### src/sv/u16rb_pkg.sv
// shared types, constants and pointer helpers for the 16550 register block
package u16rb_pkg;

    localparam int FIFO_DEPTH = 16;
    localparam int PTR_W      = (FIFO_DEPTH > 1) ? $clog2(FIFO_DEPTH) : 1;
    localparam int CNT_W      = $clog2(FIFO_DEPTH + 1);
    localparam int SUM_W      = CNT_W + 1;
    localparam int TMO_W      = 10;

    localparam logic [TMO_W-1:0] TMO_RESET = 10'd64;
    localparam logic [TMO_W-1:0] TMO_MAX   = 10'd1023;

    // operation codes
    localparam logic [2:0] OP_BUS_READ  = 3'd0;
    localparam logic [2:0] OP_BUS_WRITE = 3'd1;
    localparam logic [2:0] OP_RX_BYTE   = 3'd2;
    localparam logic [2:0] OP_TX_READY  = 3'd3;
    localparam logic [2:0] OP_TICK      = 3'd4;

    // register offsets
    localparam logic [2:0] REG_DATA = 3'd0;
    localparam logic [2:0] REG_IER  = 3'd1;
    localparam logic [2:0] REG_IIR  = 3'd2;
    localparam logic [2:0] REG_LCR  = 3'd3;
    localparam logic [2:0] REG_LSR  = 3'd5;

    // interrupt identification codes
    localparam logic [7:0] IIR_RX_DATA = 8'h04;
    localparam logic [7:0] IIR_TIMEOUT = 8'h0c;
    localparam logic [7:0] IIR_THRE    = 8'h02;
    localparam logic [7:0] IIR_NONE    = 8'h01;
    localparam logic [7:0] IIR_FIFO_ON = 8'hc0;

    // bit positions and masks
    localparam int LCR_DLAB   = 7;
    localparam int IER_RDA    = 0;
    localparam int IER_THRE   = 1;
    localparam int FCR_ENABLE = 0;
    localparam int FCR_RX_CLR = 1;
    localparam int FCR_TX_CLR = 2;
    localparam logic [7:0] LSR_DR    = 8'h01;
    localparam logic [7:0] LSR_OE    = 8'h02;
    localparam logic [7:0] LSR_EMPTY = 8'h60;

    typedef struct packed {
        logic [2:0] operation;
        logic [2:0] reg_offset;
        logic [7:0] write_data;
        logic [7:0] line_byte;
    } item_t;

    typedef struct packed {
        logic [7:0] read_data;
        logic [7:0] tx_byte;
        logic       tx_valid;
        logic       irq;
    } result_t;

    // word waiting for the fifo read data
    typedef struct packed {
        logic [7:0] reg_data;
        logic       use_rx;
        logic       use_tx;
        logic       irq;
    } stage_t;

    function automatic logic [PTR_W-1:0] ptr_inc(input logic [PTR_W-1:0] p);
        if (p == PTR_W'(FIFO_DEPTH - 1))
            return '0;
        return p + PTR_W'(1);
    endfunction

    function automatic logic [PTR_W-1:0] ptr_add(input logic [PTR_W-1:0] p,
                                                 input logic [CNT_W-1:0] n);
        logic [SUM_W-1:0] sum;
        sum = SUM_W'(p) + SUM_W'(n);
        if (sum >= SUM_W'(FIFO_DEPTH))
            sum = sum - SUM_W'(FIFO_DEPTH);
        return sum[PTR_W-1:0];
    endfunction

endpackage

### src/sv/u16rb_ram.sv
// byte store for one fifo, one write and one registered read per cycle
module u16rb_ram (
    input  logic                        clk,
    input  logic                        we,
    input  logic [u16rb_pkg::PTR_W-1:0] waddr,
    input  logic [7:0]                  wdata,
    input  logic                        re,
    input  logic [u16rb_pkg::PTR_W-1:0] raddr,
    output logic [7:0]                  rdata
);

    logic [7:0] mem [u16rb_pkg::FIFO_DEPTH];
    logic [7:0] rdata_reg;

    always_ff @(posedge clk)
    begin
        if (we)
        begin
            mem[waddr] <= wdata;
        end
    end

    always_ff @(posedge clk)
    begin
        if (re)
        begin
            rdata_reg <= mem[raddr];
        end
    end

    assign rdata = rdata_reg;

endmodule

### src/sv/uart_16550_register_block.sv
// register side of a 16550-style uart with receive and transmit fifos
//
//  channel   direction  handshake               word
//  in        input      in_valid / in_ready     in_data  (item_t)
//  out       output     out_valid / out_ready   out_data (result_t)
//  cfg       input      cfg_we                  cfg_wdata (rx timeout ticks)
//
// one word per cycle while out_ready is high; each word passes s1_reg, then out_data_reg
// control state updates at acceptance, fifo bytes come from a registered ram read
// a push never shares a cycle with a pop of the same fifo, so no forwarding
// reset loads TMO_RESET, clears other control state; fifo contents are undefined until written
// an output stall is absorbed by one stage before in_ready drops
module uart_16550_register_block (
    input  logic                       clk,
    input  logic                       rst_n,
    input  logic                       in_valid,
    output logic                       in_ready,
    input  u16rb_pkg::item_t           in_data,
    output logic                       out_valid,
    input  logic                       out_ready,
    output u16rb_pkg::result_t         out_data,
    input  logic                       cfg_we,
    input  logic [u16rb_pkg::TMO_W-1:0] cfg_wdata
);

    localparam int PW = u16rb_pkg::PTR_W;
    localparam int CW = u16rb_pkg::CNT_W;
    localparam int TW = u16rb_pkg::TMO_W;

    logic [TW-1:0] tmo_limit_reg;
    logic [CW-1:0] rx_count_reg, rx_count_next;
    logic [PW-1:0] rx_head_reg, rx_head_next;
    logic [CW-1:0] tx_count_reg, tx_count_next;
    logic [PW-1:0] tx_head_reg, tx_head_next;
    logic [3:0]    ier_reg, ier_next;
    logic [7:0]    lcr_reg, lcr_next;
    logic [15:0]   divisor_reg, divisor_next;
    logic          fifo_on_reg, fifo_on_next;
    logic          thre_reg, thre_next;
    logic          overrun_reg, overrun_next;
    logic [TW-1:0] idle_ticks_reg, idle_ticks_next;
    logic          timeout_reg, timeout_next;

    logic                s1_valid_reg;
    u16rb_pkg::stage_t   s1_reg, s1_next;
    logic                out_valid_reg;
    u16rb_pkg::result_t  out_data_reg, out_comb;

    logic          accept;
    logic          out_ld;
    logic          rx_we, rx_re, tx_we, tx_re;
    logic [PW-1:0] rx_waddr, tx_waddr;
    logic [7:0]    rx_rdata, tx_rdata;
    logic [CW-1:0] cap;
    logic          latch;
    logic [7:0]    cause_now;

    function automatic logic [7:0] cause_of(input logic [3:0] ier, input logic rx_any,
                                            input logic tmo, input logic thre);
        if (ier[u16rb_pkg::IER_RDA] && rx_any)
            return u16rb_pkg::IIR_RX_DATA;
        if (ier[u16rb_pkg::IER_RDA] && tmo)
            return u16rb_pkg::IIR_TIMEOUT;
        if (ier[u16rb_pkg::IER_THRE] && thre)
            return u16rb_pkg::IIR_THRE;
        return u16rb_pkg::IIR_NONE;
    endfunction

    assign out_ld   = s1_valid_reg && (!out_valid_reg || out_ready);
    assign in_ready = !s1_valid_reg || out_ld;
    assign accept   = in_valid && in_ready;

    assign cap       = fifo_on_reg ? CW'(u16rb_pkg::FIFO_DEPTH) : CW'(1);
    assign latch     = lcr_reg[u16rb_pkg::LCR_DLAB];
    assign cause_now = cause_of(ier_reg, rx_count_reg != '0, timeout_reg, thre_reg);
    assign rx_waddr  = u16rb_pkg::ptr_add(rx_head_reg, rx_count_reg);
    assign tx_waddr  = u16rb_pkg::ptr_add(tx_head_reg, tx_count_reg);

    always_comb
    begin
        rx_count_next   = rx_count_reg;
        rx_head_next    = rx_head_reg;
        tx_count_next   = tx_count_reg;
        tx_head_next    = tx_head_reg;
        ier_next        = ier_reg;
        lcr_next        = lcr_reg;
        divisor_next    = divisor_reg;
        fifo_on_next    = fifo_on_reg;
        thre_next       = thre_reg;
        overrun_next    = overrun_reg;
        idle_ticks_next = idle_ticks_reg;
        timeout_next    = timeout_reg;
        rx_we           = 1'b0;
        rx_re           = 1'b0;
        tx_we           = 1'b0;
        tx_re           = 1'b0;
        s1_next         = '0;

        if (accept)
        begin
            case (in_data.operation)
                u16rb_pkg::OP_BUS_READ:
                begin
                    case (in_data.reg_offset)
                        u16rb_pkg::REG_DATA:
                        begin
                            if (latch)
                            begin
                                s1_next.reg_data = divisor_reg[7:0];
                            end
                            else
                            begin
                                if (rx_count_reg != '0)
                                begin
                                    rx_re          = 1'b1;
                                    s1_next.use_rx = 1'b1;
                                    rx_head_next   = u16rb_pkg::ptr_inc(rx_head_reg);
                                    rx_count_next  = rx_count_reg - CW'(1);
                                end
                                idle_ticks_next = '0;
                                timeout_next    = 1'b0;
                            end
                        end
                        u16rb_pkg::REG_IER:
                        begin
                            s1_next.reg_data = latch ? divisor_reg[15:8] : {4'd0, ier_reg};
                        end
                        u16rb_pkg::REG_IIR:
                        begin
                            if (cause_now == u16rb_pkg::IIR_THRE)
                            begin
                                thre_next = 1'b0;
                            end
                            s1_next.reg_data = cause_now
                                | (fifo_on_reg ? u16rb_pkg::IIR_FIFO_ON : 8'h00);
                        end
                        u16rb_pkg::REG_LCR:
                        begin
                            s1_next.reg_data = lcr_reg;
                        end
                        u16rb_pkg::REG_LSR:
                        begin
                            s1_next.reg_data =
                                  ((rx_count_reg != '0) ? u16rb_pkg::LSR_DR : 8'h00)
                                | (overrun_reg ? u16rb_pkg::LSR_OE : 8'h00)
                                | ((tx_count_reg == '0) ? u16rb_pkg::LSR_EMPTY : 8'h00);
                            overrun_next = 1'b0;
                        end
                        default:
                        begin
                            s1_next.reg_data = 8'h00;
                        end
                    endcase
                end
                u16rb_pkg::OP_BUS_WRITE:
                begin
                    case (in_data.reg_offset)
                        u16rb_pkg::REG_DATA:
                        begin
                            if (latch)
                            begin
                                divisor_next[7:0] = in_data.write_data;
                            end
                            else
                            begin
                                if (tx_count_reg < cap)
                                begin
                                    tx_we         = 1'b1;
                                    tx_count_next = tx_count_reg + CW'(1);
                                end
                                thre_next = 1'b0;
                            end
                        end
                        u16rb_pkg::REG_IER:
                        begin
                            if (latch)
                            begin
                                divisor_next[15:8] = in_data.write_data;
                            end
                            else
                            begin
                                if (in_data.write_data[u16rb_pkg::IER_THRE]
                                    && !ier_reg[u16rb_pkg::IER_THRE]
                                    && tx_count_reg == '0)
                                begin
                                    thre_next = 1'b1;
                                end
                                ier_next = in_data.write_data[3:0];
                            end
                        end
                        u16rb_pkg::REG_IIR:
                        begin
                            // mode change flushes both fifos; each clear bit flushes its own fifo
                            if (in_data.write_data[u16rb_pkg::FCR_ENABLE] != fifo_on_reg
                                || in_data.write_data[u16rb_pkg::FCR_RX_CLR])
                            begin
                                rx_count_next   = '0;
                                rx_head_next    = '0;
                                idle_ticks_next = '0;
                                timeout_next    = 1'b0;
                            end
                            if (in_data.write_data[u16rb_pkg::FCR_ENABLE] != fifo_on_reg
                                || in_data.write_data[u16rb_pkg::FCR_TX_CLR])
                            begin
                                tx_count_next = '0;
                                tx_head_next  = '0;
                                thre_next     = 1'b1;
                            end
                            fifo_on_next = in_data.write_data[u16rb_pkg::FCR_ENABLE];
                        end
                        u16rb_pkg::REG_LCR:
                        begin
                            lcr_next = in_data.write_data;
                        end
                        default:
                        begin
                        end
                    endcase
                end
                u16rb_pkg::OP_RX_BYTE:
                begin
                    if (rx_count_reg < cap)
                    begin
                        rx_we         = 1'b1;
                        rx_count_next = rx_count_reg + CW'(1);
                    end
                    else
                    begin
                        overrun_next = 1'b1;
                    end
                    idle_ticks_next = '0;
                    timeout_next    = 1'b0;
                end
                u16rb_pkg::OP_TX_READY:
                begin
                    if (tx_count_reg != '0)
                    begin
                        tx_re          = 1'b1;
                        s1_next.use_tx = 1'b1;
                        tx_head_next   = u16rb_pkg::ptr_inc(tx_head_reg);
                        tx_count_next  = tx_count_reg - CW'(1);
                        if (tx_count_reg == CW'(1))
                        begin
                            thre_next = 1'b1;
                        end
                    end
                end
                u16rb_pkg::OP_TICK:
                begin
                    if (rx_count_reg != '0)
                    begin
                        if (idle_ticks_reg != u16rb_pkg::TMO_MAX)
                        begin
                            idle_ticks_next = idle_ticks_reg + TW'(1);
                        end
                        if (idle_ticks_next >= tmo_limit_reg)
                        begin
                            timeout_next = 1'b1;
                        end
                    end
                    else
                    begin
                        idle_ticks_next = '0;
                    end
                end
                default:
                begin
                end
            endcase

            s1_next.irq = cause_of(ier_next, rx_count_next != '0, timeout_next, thre_next)
                          != u16rb_pkg::IIR_NONE;
        end
    end

    u16rb_ram u_rx_ram (
        .clk   (clk),
        .we    (rx_we),
        .waddr (rx_waddr),
        .wdata (in_data.line_byte),
        .re    (rx_re),
        .raddr (rx_head_reg),
        .rdata (rx_rdata)
    );

    u16rb_ram u_tx_ram (
        .clk   (clk),
        .we    (tx_we),
        .waddr (tx_waddr),
        .wdata (in_data.write_data),
        .re    (tx_re),
        .raddr (tx_head_reg),
        .rdata (tx_rdata)
    );

    always_ff @(posedge clk or negedge rst_n)
    begin
        if (!rst_n)
        begin
            tmo_limit_reg  <= u16rb_pkg::TMO_RESET;
            rx_count_reg   <= '0;
            rx_head_reg    <= '0;
            tx_count_reg   <= '0;
            tx_head_reg    <= '0;
            ier_reg        <= '0;
            lcr_reg        <= '0;
            divisor_reg    <= '0;
            fifo_on_reg    <= 1'b0;
            thre_reg       <= 1'b0;
            overrun_reg    <= 1'b0;
            idle_ticks_reg <= '0;
            timeout_reg    <= 1'b0;
            s1_valid_reg   <= 1'b0;
            out_valid_reg  <= 1'b0;
        end
        else
        begin
            if (cfg_we)
            begin
                tmo_limit_reg <= cfg_wdata;
            end
            rx_count_reg   <= rx_count_next;
            rx_head_reg    <= rx_head_next;
            tx_count_reg   <= tx_count_next;
            tx_head_reg    <= tx_head_next;
            ier_reg        <= ier_next;
            lcr_reg        <= lcr_next;
            divisor_reg    <= divisor_next;
            fifo_on_reg    <= fifo_on_next;
            thre_reg       <= thre_next;
            overrun_reg    <= overrun_next;
            idle_ticks_reg <= idle_ticks_next;
            timeout_reg    <= timeout_next;
            if (accept)
            begin
                s1_valid_reg <= 1'b1;
            end
            else if (out_ld)
            begin
                s1_valid_reg <= 1'b0;
            end
            if (out_ld)
            begin
                out_valid_reg <= 1'b1;
            end
            else if (out_ready)
            begin
                out_valid_reg <= 1'b0;
            end
        end
    end

    // fifo bytes join the word as it leaves the first stage
    always_comb
    begin
        out_comb.read_data = s1_reg.use_rx ? rx_rdata : s1_reg.reg_data;
        out_comb.tx_byte   = s1_reg.use_tx ? tx_rdata : 8'h00;
        out_comb.tx_valid  = s1_reg.use_tx;
        out_comb.irq       = s1_reg.irq;
    end

    always_ff @(posedge clk)
    begin
        if (accept)
        begin
            s1_reg <= s1_next;
        end
        if (out_ld)
        begin
            out_data_reg <= out_comb;
        end
    end

    assign out_valid = out_valid_reg;
    assign out_data  = out_data_reg;

`ifndef SYNTH
    a_rx_cap: assert property (@(posedge clk) disable iff (!rst_n)
        rx_count_reg <= (fifo_on_reg ? CW'(u16rb_pkg::FIFO_DEPTH) : CW'(1)))
        else $error("rx fifo count exceeds capacity");

    a_tx_cap: assert property (@(posedge clk) disable iff (!rst_n)
        tx_count_reg <= (fifo_on_reg ? CW'(u16rb_pkg::FIFO_DEPTH) : CW'(1)))
        else $error("tx fifo count exceeds capacity");

    a_idle_needs_data: assert property (@(posedge clk) disable iff (!rst_n)
        (idle_ticks_reg != '0 || timeout_reg) |-> rx_count_reg != '0)
        else $error("timeout state set with empty rx fifo");

    a_tx_excl: assert property (@(posedge clk) disable iff (!rst_n)
        (out_valid_reg && out_data_reg.tx_valid) |-> out_data_reg.read_data == 8'h00)
        else $error("transmit word carries read data");
`endif

endmodule
### config.mk
export PLATFORM = sky130hd
export DESIGN_NAME = uart_16550_register_block
export DESIGN_NICKNAME = d
export VERILOG_FILES = /design/src/sv/u16rb_pkg.sv /design/src/sv/u16rb_ram.sv /design/src/sv/uart_16550_register_block.sv
export SDC_FILE = /design/constraint.sdc
export NUM_CORES = 1
export LEC_CHECK = 0
export ABC_CLOCK_PERIOD_IN_PS = 2950
export BUFFER_PORTS_ARGS = -buffer_cell sky130_fd_sc_hd__buf_2
export CAP_MARGIN = 25
export CORE_MARGIN = 2
export CORE_UTILIZATION = 23
export CTS_CLUSTER_DIAMETER = 120
export DETAILED_ROUTE_END_ITERATION = 8
export GPL_ROUTABILITY_DRIVEN = 0
export HOLD_SLACK_MARGIN = 0.15
export PLACE_DENSITY_LB_ADDON = 0.12
export SLEW_MARGIN = 20
export SYNTH_ARGS = -nofsm -noshare
export SYNTH_HDL_FRONTEND = slang
export SYNTH_SLANG_ARGS = --single-unit
### constraint.sdc
create_clock -name clk -period 2.95 [get_ports clk]
set_input_delay 0.1475 -clock clk [delete_from_list [all_inputs] [get_ports clk]]
set_output_delay 0.1475 -clock clk [all_outputs]
set_load 0.05 [all_outputs]
==> results.cfg, run 1 <==
[outcome]
status = complete, no violations

[clocking]
clock-sinks = 373
htreeDepth = 2
cts_tree = built
root_buffer = clkbuf_16
insertion_delay_ns = 0.60
cts_buffers = 46
clock_path_buffers = 3
cts.clk_slew.worst_paths_ns = 0.06

[setup_path]
rrSetupSlack_ns = 0.05
crit-reg2reg-launch = idle_ticks_reg[1]$_DFFE_PN0P_
startpoint_type = flip-flop
endpoint = out_comb[0]$_DFFE_PP_
cp.arrival_ns = 3.21
critPathCaptureType = flip-flop
path_class = flip-flop to flip-flop
reg2reg_depth = 15
cp-startpoint = idle_ticks_reg[1]$_DFFE_PN0P_
cp.required_ns = 3.25
r2r-end = out_comb[0]$_DFFE_PP_
cp_max_fo = 3

[placed_design]
dpl_cell_area_um2 = 18200
port_buffers = 56
hpwlAfterDp_um = 28790

[cells_and_area]
n_antenna_cell = 0
drive_gt1_share_pct = 27.93
fin_util_pct = 29.40
area_growth_pct = 26.83
fin_area_um2 = 20520
nNetsFinal = 1336
fillCellCount = 7036
multi_input_area_um2 = 5172
seq_area_um2 = 10840

[grt]
grt_overflow = 0
grt_first_pass_wirelength_um = 67270
grt_pass1_vias = 10270
grt_max_degree = 54
antenna_found_initial = 0
grt_usage_pct = 12.23

[hold_path]
worstHoldPathCells = 5
hold_path.class = input pin to flip-flop

[floorplanning]
chipWidth_um = 269.2
ioPinCount = 57
placementRows = 97
initial_core_util_pct = 23.18
die-area_um2 = 72480
die_h_um = 269.2
coreArea_um2 = 69790

[sta]
period_minus_slack_ns = 2.903
tightest_slew_ns = 0.6144
period_share_pct = 98.39
fmax_mhz = 344.5
slew_viol_final = 0
hold_viol = 0
setup_viol = 0
slew_headroom_pct = 59.04
rsz0062_at_grt = true
skew_ns = 0.03673

[synthesis]
syn_area_um2 = 16180
synthFlopType = edfxtp_1
ys_seq_area_share_pct = 67.01
syn_inst = 1057
yosysUniqueCellTypes = 70
async_reset_ff_share_pct = 19.30
yosys_register_bits = 373
synth_edf_count = 301
syn_area_per_cell_um2 = 15.31
yosysWarnings = 0
syn-num-nets = 1122

[routing]
drc_errors = 0
first_pass_iters = 4
ant_nets = 0
vias_per_cell = 4.350
wire_per_inst_um = 19.50
drt-initial-drc-count = 506
drt_wl_total_um = 43810
vias = 9775

[power]
worst_ir_drop_vdd_v = 0.0004107
power_leakage_nw = 7.286
cellPowerDensity_nw_per_um2 = 713.6

[run]
drv_cap = 0
==> worst max-delay path: stages, from the launching register on <==
cell,delay [ns]
dfrtp_1,0.38
ha_2,0.19
and3_4,0.15
nand4_1,0.09
and3_4,0.22
buf_6,0.10
nand2_4,0.05
xnor2_2,0.13
ha_1,0.29
buf_4,0.13
nand4_1,0.08
a21oi_1,0.07
a221oi_4,0.34
a221oi_2,0.08
a2111oi_2,0.21
a21oi_1,0.11
==> cells in the mapped netlist, types with 22 or more instances <==
cell | instances | area share [%]
o21ai_0 | 55 | 1.7
clkbuf_1 | 28 | 0.65
nand2_1 | 82 | 1.9
mux2_2 | 46 | 3.2
mux4_2 | 56 | 7.8
mux2i_1 | 32 | 2.0
ha_1 | 26 | 2.0
a21oi_1 | 41 | 1.3
nor2_1 | 69 | 1.6
inv_1 | 22 | 0.51
dfrtp_1 | 71 | 11
edfxtp_1 | 301 | 56
==> per-stage QoR <==
stage | setup TNS [ns] | hold WS (ns) | cells | setup WS (ns) | power (mW)
2_1_floorplan | -0.07060 | -0.1481 | 1057 | -0.07060 | 7.866
4_1_cts | -0.1558 | 0.1991 | 2243 | -0.1558 | 14.90
5_1_grt | -0.09139 | 0.2671 | 2247 | -0.09139 | 15.40
6_report | 0 | 0.2467 | 2247 | 0.04744 | 14.64
3_5_place_dp | -0.3455 | 0.1800 | 2101 | -0.3455 | 8.744
3_3_place_gp | -0.3094 | 0.1819 | 2101 | -0.3094 | 8.757
==> metal layers <==
metal / track usage (%) / wire, µm / share of wire [%] / vias up
li1: - / - / - / 4578
met2: 19.17 / 19920 / 45 / 175
met1: 17.09 / 20990 / 48 / 4951
met5: 0 / 0 / 0 / -
met4: 4.014 / 1214 / 2.8 / 0
met3: 2.146 / 1685 / 3.8 / 71
==> layout make-up <==
class                   count  share of cell area [%]
flip-flops and latches    373                   52.85
multi-input cells         613                   25.21
repair buffers            214                   8.031
well taps                 940                   5.732
clock buffers              52                   5.720
clock inverters            32                   2.037
inverters                  23                  0.4208
==> power by group <==
| part | internal (mW) | switching (mW) | total [mW] |
|---|---|---|---|
| Clock | 3.59 | 2.34 | 5.94 |
| Combinational | 1.16 | 1.48 | 2.64 |
| Sequential | 5.89 | 0.177 | 6.07 |
| Total | 10.6 | 4.00 | 14.6 |
==> worst min path at each step <==
stage | slack (ns) | end | startpoint
floorplan | -0.15 | divisor_reg[0]$_DFFE_PN0P_ | rst_n
global placement | 0.18 | tmo_limit_reg[0]$_DFFE_PN0P_ | rst_n
detailed placement | 0.18 | tmo_limit_reg[9]$_DFFE_PN0P_ | rst_n
CTS | 0.20 | tx_count_reg[0]$_DFFE_PN0P_ | in_data[19]
global route | 0.27 | tx_count_reg[0]$_DFFE_PN0P_ | in_data[19]
finish | 0.25 | tx_count_reg[0]$_DFFE_PN0P_ | in_data[19]
==> kinds of logic (layout without fill, tap and decap cells) <==
logic type      after synthesis  after routing  share of synthesized area (%)
fa+ha+maj                    28             28                          2.258
xor+xnor                     15             15                         0.8121
flops                       373            373                          67.01
compound gates              184            184                          7.363
simple gates                252            252                          7.780
buf+inv                      71            321                          1.794
mux                         134            134                          12.98
==> what timing repair did <==
| action | 4_1_cts | 5_1_grt |
|---|---|---|
| endpoints found under the setup margin | 1 | 9 |
| resized for setup | 15 | 4 |
| hold endpoints to repair | 362 | 0 |
| pin swaps | 10 | 11 |
| hold buffers | 56 | 0 |
| buffers inserted | 3 | 4 |
==> placed cells by master, fill, tap and decap left out, types with 4 or more instances in the layout <==
cell type        n
and2_1          14
ha_1            22
nand2_1         81
nand3b_1         4
inv_1           22
bufinv_16        8
a22o_1           7
clkinv_1         8
nor3_1           9
nand4_1          7
clkinv_2        10
dfrtp_1         69
a31oi_1          9
mux2_2          46
clkbuf_1         6
nor4_1           4
nor3b_1          4
xor2_1           6
a221oi_1        13
nand3_1         17
xnor2_1          8
dlygate4sd3_1   55
a22oi_1         11
o21ai_0         54
edfxtp_1       301
a21oi_1         41
a21o_1           8
nor2_1          68
nand2b_1         7
nor2b_1          6
mux4_2          56
mux2i_1         32
buf_2           55
buf_4          100
clkbuf_16       46
Power figures use the tool's default switching activity.
==> inputs of run 2 (changes only) <==
PLACE_DENSITY_LB_ADDON = 0.15   (was 0.12)
==> results.cfg, run 2 (same netlist as run 1, synthesis figures left out) <==
[setup_path]
slowest_delay_ns = 0.38
cp_top_family = compound AO/OA/AOI/OAI gates
crit-reg2reg-launch = idle_ticks_reg[1]$_DFFE_PN0P_
crit_chain = ha_2 > and3_4 > nand4_1 > and3_4 > buf_6 > nand2_4 > xnor2_2 > ha_1 > a21o_1 > a21o_1 > a221oi_4 > a221oi_2 > a2111oi_2 > a21oi_1
startpoint_type = flip-flop
critPathCaptureType = flip-flop
cp.required_ns = 3.27
reg2reg_depth = 14
rrSetupSlack_ns = 0.03
cp.arrival_ns = 3.24
r2r-end = out_comb[0]$_DFFE_PP_
slowest_stage = dfrtp_1
cp_max_fo = 3
worst-path-buf-inv = 1
path_class = flip-flop to flip-flop

[power]
clockPowerShare_pct = 37.9
worst_ir_drop_vdd_v = 0.0003929
swShare_pct = 27.77
seqPwrFrac_pct = 43.7
cellPowerDensity_nw_per_um2 = 691.9
switching_power_mw = 3.880
power_leakage_nw = 7.119
p_comb_share_pct = 18.3
p_int_mw = 10.09

[sta]
period_share_pct = 98.99
slew_viol_final = 0
skew_ns = 0.02849
setup_viol = 0
rsz0062_at_grt = true
fmax_mhz = 342.5
hold_viol = 0
period_minus_slack_ns = 2.920
tightest_slew_ns = 0.7496
whs_ns = 0.1604
slew_headroom_pct = 50.03

[routing]
first_pass_iters = 5
vias_per_cell = 4.294
vias = 9581
drt-initial-drc-count = 647
wire_per_inst_um = 19.04
drt_wl_total_um = 42490
drc_errors = 0
ant_nets = 0

[cells_and_area]
final_cells = 2231
drive_gt1_share_pct = 26.34
final_common_cell = edfxtp_1
nNetsFinal = 1320
area_growth_pct = 24.81
n_antenna_cell = 0
final_cell_mix = edfxtp_1, buf_4, nand2_1
fin_util_pct = 28.93

[outcome]
status = complete, no violations

[clocking]
root_buffer = clkbuf_16
clock-sinks = 373
cts_tree = built
insertion_delay_ns = 0.58
htreeDepth = 2
cts_buffers = 46
cts.clk_slew.worst_paths_ns = 0.06
clock_path_buffers = 3

[floorplanning]
coreArea_um2 = 69790
die_h_um = 269.2
chipWidth_um = 269.2
initial_core_util_pct = 23.18
placementRows = 97
ioPinCount = 57
die-area_um2 = 72480

[grt]
grt_overflow = 0
grt_first_pass_wirelength_um = 65100
antenna_found_initial = 1
grt_max_degree = 73
grt_pass1_vias = 9984
grt_usage_pct = 11.72

[hold_path]
hold_path.class = input pin to async pin

[placed_design]
placed_cells = 2091
port_buffers = 56
hpwlAfterDp_um = 27840

[run]
drv_cap = 0
run 2: layer usage:
metal,track usage [%],vias up,routed length [µm]
li1,-,4529,-
met1,16.65,4833,20710
met2,18.27,158,19290
met3,2.200,59,1644
met4,3.102,2,826
met5,0,-,10
run 2: layout make-up:
cell class	count	area [µm²]
Fill cell	7067	49590
Sequential cell	373	10840
Multi-Input combinational cell	613	5157
Timing Repair Buffer	198	1524
Clock buffer	66	1266
Tap cell	940	1176
Clock inverter	18	137.6
Inverter	23	86.33
run 2: worst max path at each step:
stage,start,endpoint,slack (ns),cells after the start
6_report,idle_ticks_reg[1]$_DFFE_PN0P_,out_comb[0]$_DFFE_PP_,0.03,14
5_1_grt,idle_ticks_reg[1]$_DFFE_PN0P_,out_comb[0]$_DFFE_PP_,-0.12,14
4_1_cts,idle_ticks_reg[0]$_DFFE_PN0P_,out_comb[0]$_DFFE_PP_,-0.16,14
3_5_place_dp,idle_ticks_reg[0]$_DFFE_PN0P_,out_comb[0]$_DFFE_PP_,-0.38,12
3_3_place_gp,idle_ticks_reg[1]$_DFFE_PN0P_,out_comb[0]$_DFFE_PP_,-0.30,13
2_1_floorplan,idle_ticks_reg[0]$_DFFE_PN0P_,out_comb[0]$_DFFE_PP_,-0.07,12
run 2: what timing repair did:
action                                  4_1_cts  5_1_grt
hold buffers                                 52        0
setup buffers                                 2        2
gates cloned                                  0        0
endpoints found under the hold margin       361        0
endpoints found under the setup margin        1        1
pin swaps                                    14       11
gates resized for setup                      15        3
run 2: per-stage QoR:
step	setup TNS [ns]	worst slack (ns)	instance area [µm²]	total power [mW]
global route	-0.1222	-0.1222	20190	14.69
finish	0	0.02990	20190	13.97
global placement	-0.3049	-0.3049	18140	8.715
CTS	-0.1556	-0.1556	20150	14.22
floorplan	-0.07060	-0.07060	16190	7.866
detailed placement	-0.3753	-0.3753	18140	8.706
run 2: power groups by stage:
| stage | Sequential (mW) | Clock [mW] | Combinational, mW |
|---|---|---|---|
| 2_1_floorplan | 6.18 | 0 | 1.68 |
| 3_3_place_gp | 6.22 | 0 | 2.50 |
| 3_5_place_dp | 6.21 | 0 | 2.49 |
| 4_1_cts | 6.12 | 5.51 | 2.59 |
| 5_1_grt | 6.13 | 5.74 | 2.81 |
| 6_report | 6.11 | 5.30 | 2.56 |
run 2: worst reg2reg max path: stages (launching register included):
cell	delay, ns
dfrtp_1	0.38
ha_2	0.19
and3_4	0.15
nand4_1	0.10
and3_4	0.22
buf_6	0.10
nand2_4	0.05
xnor2_2	0.13
ha_1	0.29
a21o_1	0.16
a21o_1	0.20
a221oi_4	0.26
a221oi_2	0.08
a2111oi_2	0.21
a21oi_1	0.13
==> inputs of run 3 (changes only) <==
ABC_CLOCK_PERIOD_IN_PS = 3600   (was 2950)
PLACE_DENSITY_LB_ADDON = 0.08   (was 0.15)
REMOVE_ABC_BUFFERS = 1   (was default)
clock period = 3.6 ns   (was 2.95 ns; I/O delays follow)
==> results.cfg, run 3 (same netlist as run 1, synthesis figures left out) <==
[sta]
hold_viol = 0
period_minus_slack_ns = 3.258
period_share_pct = 90.50
slew_viol_final = 0
tightest_slew_ns = 0.7585
slew_headroom_pct = 49.31
rsz0062_at_grt = false
skew_ns = 0.03419
setup_viol = 0
fmax_mhz = 306.9
setup_ws_ns = 0.3420

[placed_design]
pre_cts_slack_ns = 0.04074
placed_cells = 2060
port_buffers = 56
hpwlAfterDp_um = 29520

[grt]
grt_first_pass_wirelength_um = 68240
antenna_found_initial = 0
grt_usage_pct = 12.53
grt_overflow = 0
grt_max_degree = 54
use_met3_pct = 2.048
grtUsageMet2_pct = 19.93
grt_util_met1_pct = 17.57
grt_pass1_vias = 10120
grt.busiest_layer = met2

[setup_path]
worst-path-buf-inv = 0
cp.depth = 13
rrSetupSlack_ns = 0.34
cp_top_family = compound AO/OA/AOI/OAI gates
r2r-end = out_comb[0]$_DFFE_PP_
cp-startpoint = idle_ticks_reg[1]$_DFFE_PN0P_
endpoint = out_comb[0]$_DFFE_PP_
startpoint_type = flip-flop
path_class = flip-flop to flip-flop
critPathCaptureType = flip-flop
cp_max_fo = 5
reg2reg_depth = 13
cp.arrival_ns = 3.58
worst_path_most_repeated_cell = ha_1
crit-reg2reg-launch = idle_ticks_reg[1]$_DFFE_PN0P_
slowest_delay_ns = 0.40
slowest_stage = dfrtp_1
cp.required_ns = 3.92
crit_chain = ha_1 > and3_1 > nand4_1 > and3_2 > nand2_1 > xnor2_1 > ha_1 > a2111oi_1 > o21ai_1 > a221oi_2 > a221oi_1 > a2111oi_2 > a21oi_1

[hold_path]
hold_path.class = input pin to flip-flop
min-delay-start = in_data[19]

[floorplanning]
placementRows = 97
die_h_um = 269.2
chipWidth_um = 269.2
coreArea_um2 = 69790
ioPinCount = 57
die-area_um2 = 72480
initial_core_util_pct = 23.18

[run]
drv_cap = 0

[cells_and_area]
fin_util_pct = 28.49
drive_gt1_share_pct = 23.63
final_common_cell = edfxtp_1
n_antenna_cell = 0
nNetsFinal = 1287
final_cells = 2197
area_growth_pct = 22.88
final_cell_mix = edfxtp_1, nand2_1, nor2_1, dfrtp_1, mux4_2

[clocking]
cts.clk_slew.worst_paths_ns = 0.05
clock_path_buffers = 3
htreeDepth = 2
cts_buffers = 46
root_buffer = clkbuf_16
clock-sinks = 373
insertion_delay_ns = 0.59
cts_tree = built

[power]
switching_power_mw = 3.227
worst_ir_drop_vdd_v = 0.0003427
seqPwrFrac_pct = 43.7
clockPowerShare_pct = 38.6
cellPowerDensity_nw_per_um2 = 579.4
p_comb_share_pct = 17.7
swShare_pct = 28.01
power_leakage_nw = 6.937
p_int_mw = 8.292

[routing]
ant_nets = 0
drt-initial-drc-count = 625
first_pass_iters = 5
vias = 9572
wire_per_inst_um = 20.52
drc_errors = 0
drt_wl_total_um = 45080
vias_per_cell = 4.357

[outcome]
status = complete, no violations
run 3: changes by cell type in the layout (fill, tap and decap cells not counted), moves of 3 or more:
cell      before  now
clkinv_2       5    8
clkbuf_1      16   11
clkbuf_8       4    1
buf_4         86   54
ha_1          23   26
run 3: tightest hold or removal path, stage by stage:
cell and delay (ns):
buf_2 0.22, nand4_1 0.21, a21oi_4 0.08, nand2_1 0.06, mux2i_1 0.06
run 3: worst min-delay path by stage:
stage	endpoint	slack (ns)	depth (start not counted)
final	tx_count_reg[0]$_DFFE_PN0P_	0.29	5
after global routing	tx_count_reg[0]$_DFFE_PN0P_	0.32	5
after CTS	tx_count_reg[0]$_DFFE_PN0P_	0.24	5
after detailed placement	rx_count_reg[2]$_DFFE_PN0P_	0.19	1
after global placement	tmo_limit_reg[4]$_DFFE_PN0P_	0.40	3
after floorplan	divisor_reg[0]$_DFFE_PN0P_	-0.12	0
run 3: layout make-up:
type | instances | area, µm²
clock buffer | 58 | 1206
inverter | 23 | 86.33
tap | 940 | 1176
timing repair buffer | 165 | 1279
multi-input combinational | 613 | 5066
sequential | 373 | 10840
fill | 7008 | 49910
clock inverter | 25 | 222.7
run 3: timing repair:
action                     CTS  global route
resized for setup            0             6
setup endpoints to repair    0             1
hold endpoints to repair   341             0
hold buffers                54             0
setup buffers                0             0
run 3: power groups by stage:
| stage | sequential (mW) | clock (mW) | combinational (mW) |
|---|---|---|---|
| floorplan | 5.25 | 0 | 1.15 |
| global placement | 5.13 | 0 | 2.02 |
| detailed placement | 5.12 | 0 | 2.01 |
| CTS | 5.04 | 4.61 | 2.07 |
| global route | 5.06 | 4.79 | 2.28 |
| finish | 5.03 | 4.44 | 2.04 |
run 3: per-stage QoR:
| step | area (µm²) | hold slack (ns) | power (mW) | setup TNS, ns |
|---|---|---|---|---|
| 4_1_cts | 19870 | 0.2403 | 11.72 | 0 |
| 5_1_grt | 19880 | 0.3189 | 12.13 | 0 |
| 6_report | 19880 | 0.2851 | 11.52 | 0 |
| 3_3_place_gp | 17860 | 0.3994 | 7.144 | 0 |
| 2_1_floorplan | 15970 | -0.1156 | 6.395 | -17.88 |
| 3_5_place_dp | 17890 | 0.1946 | 7.127 | 0 |
run 3: routing by layer:
metal | vias to the layer above | part of all wire (%) | wire, µm
li1 | 4463 | - | -
met1 | 4893 | 49 | 21900
met2 | 149 | 46 | 20690
met3 | 67 | 3.4 | 1538
met4 | 0 | 2.1 | 953
met5 | - | 0 | 0
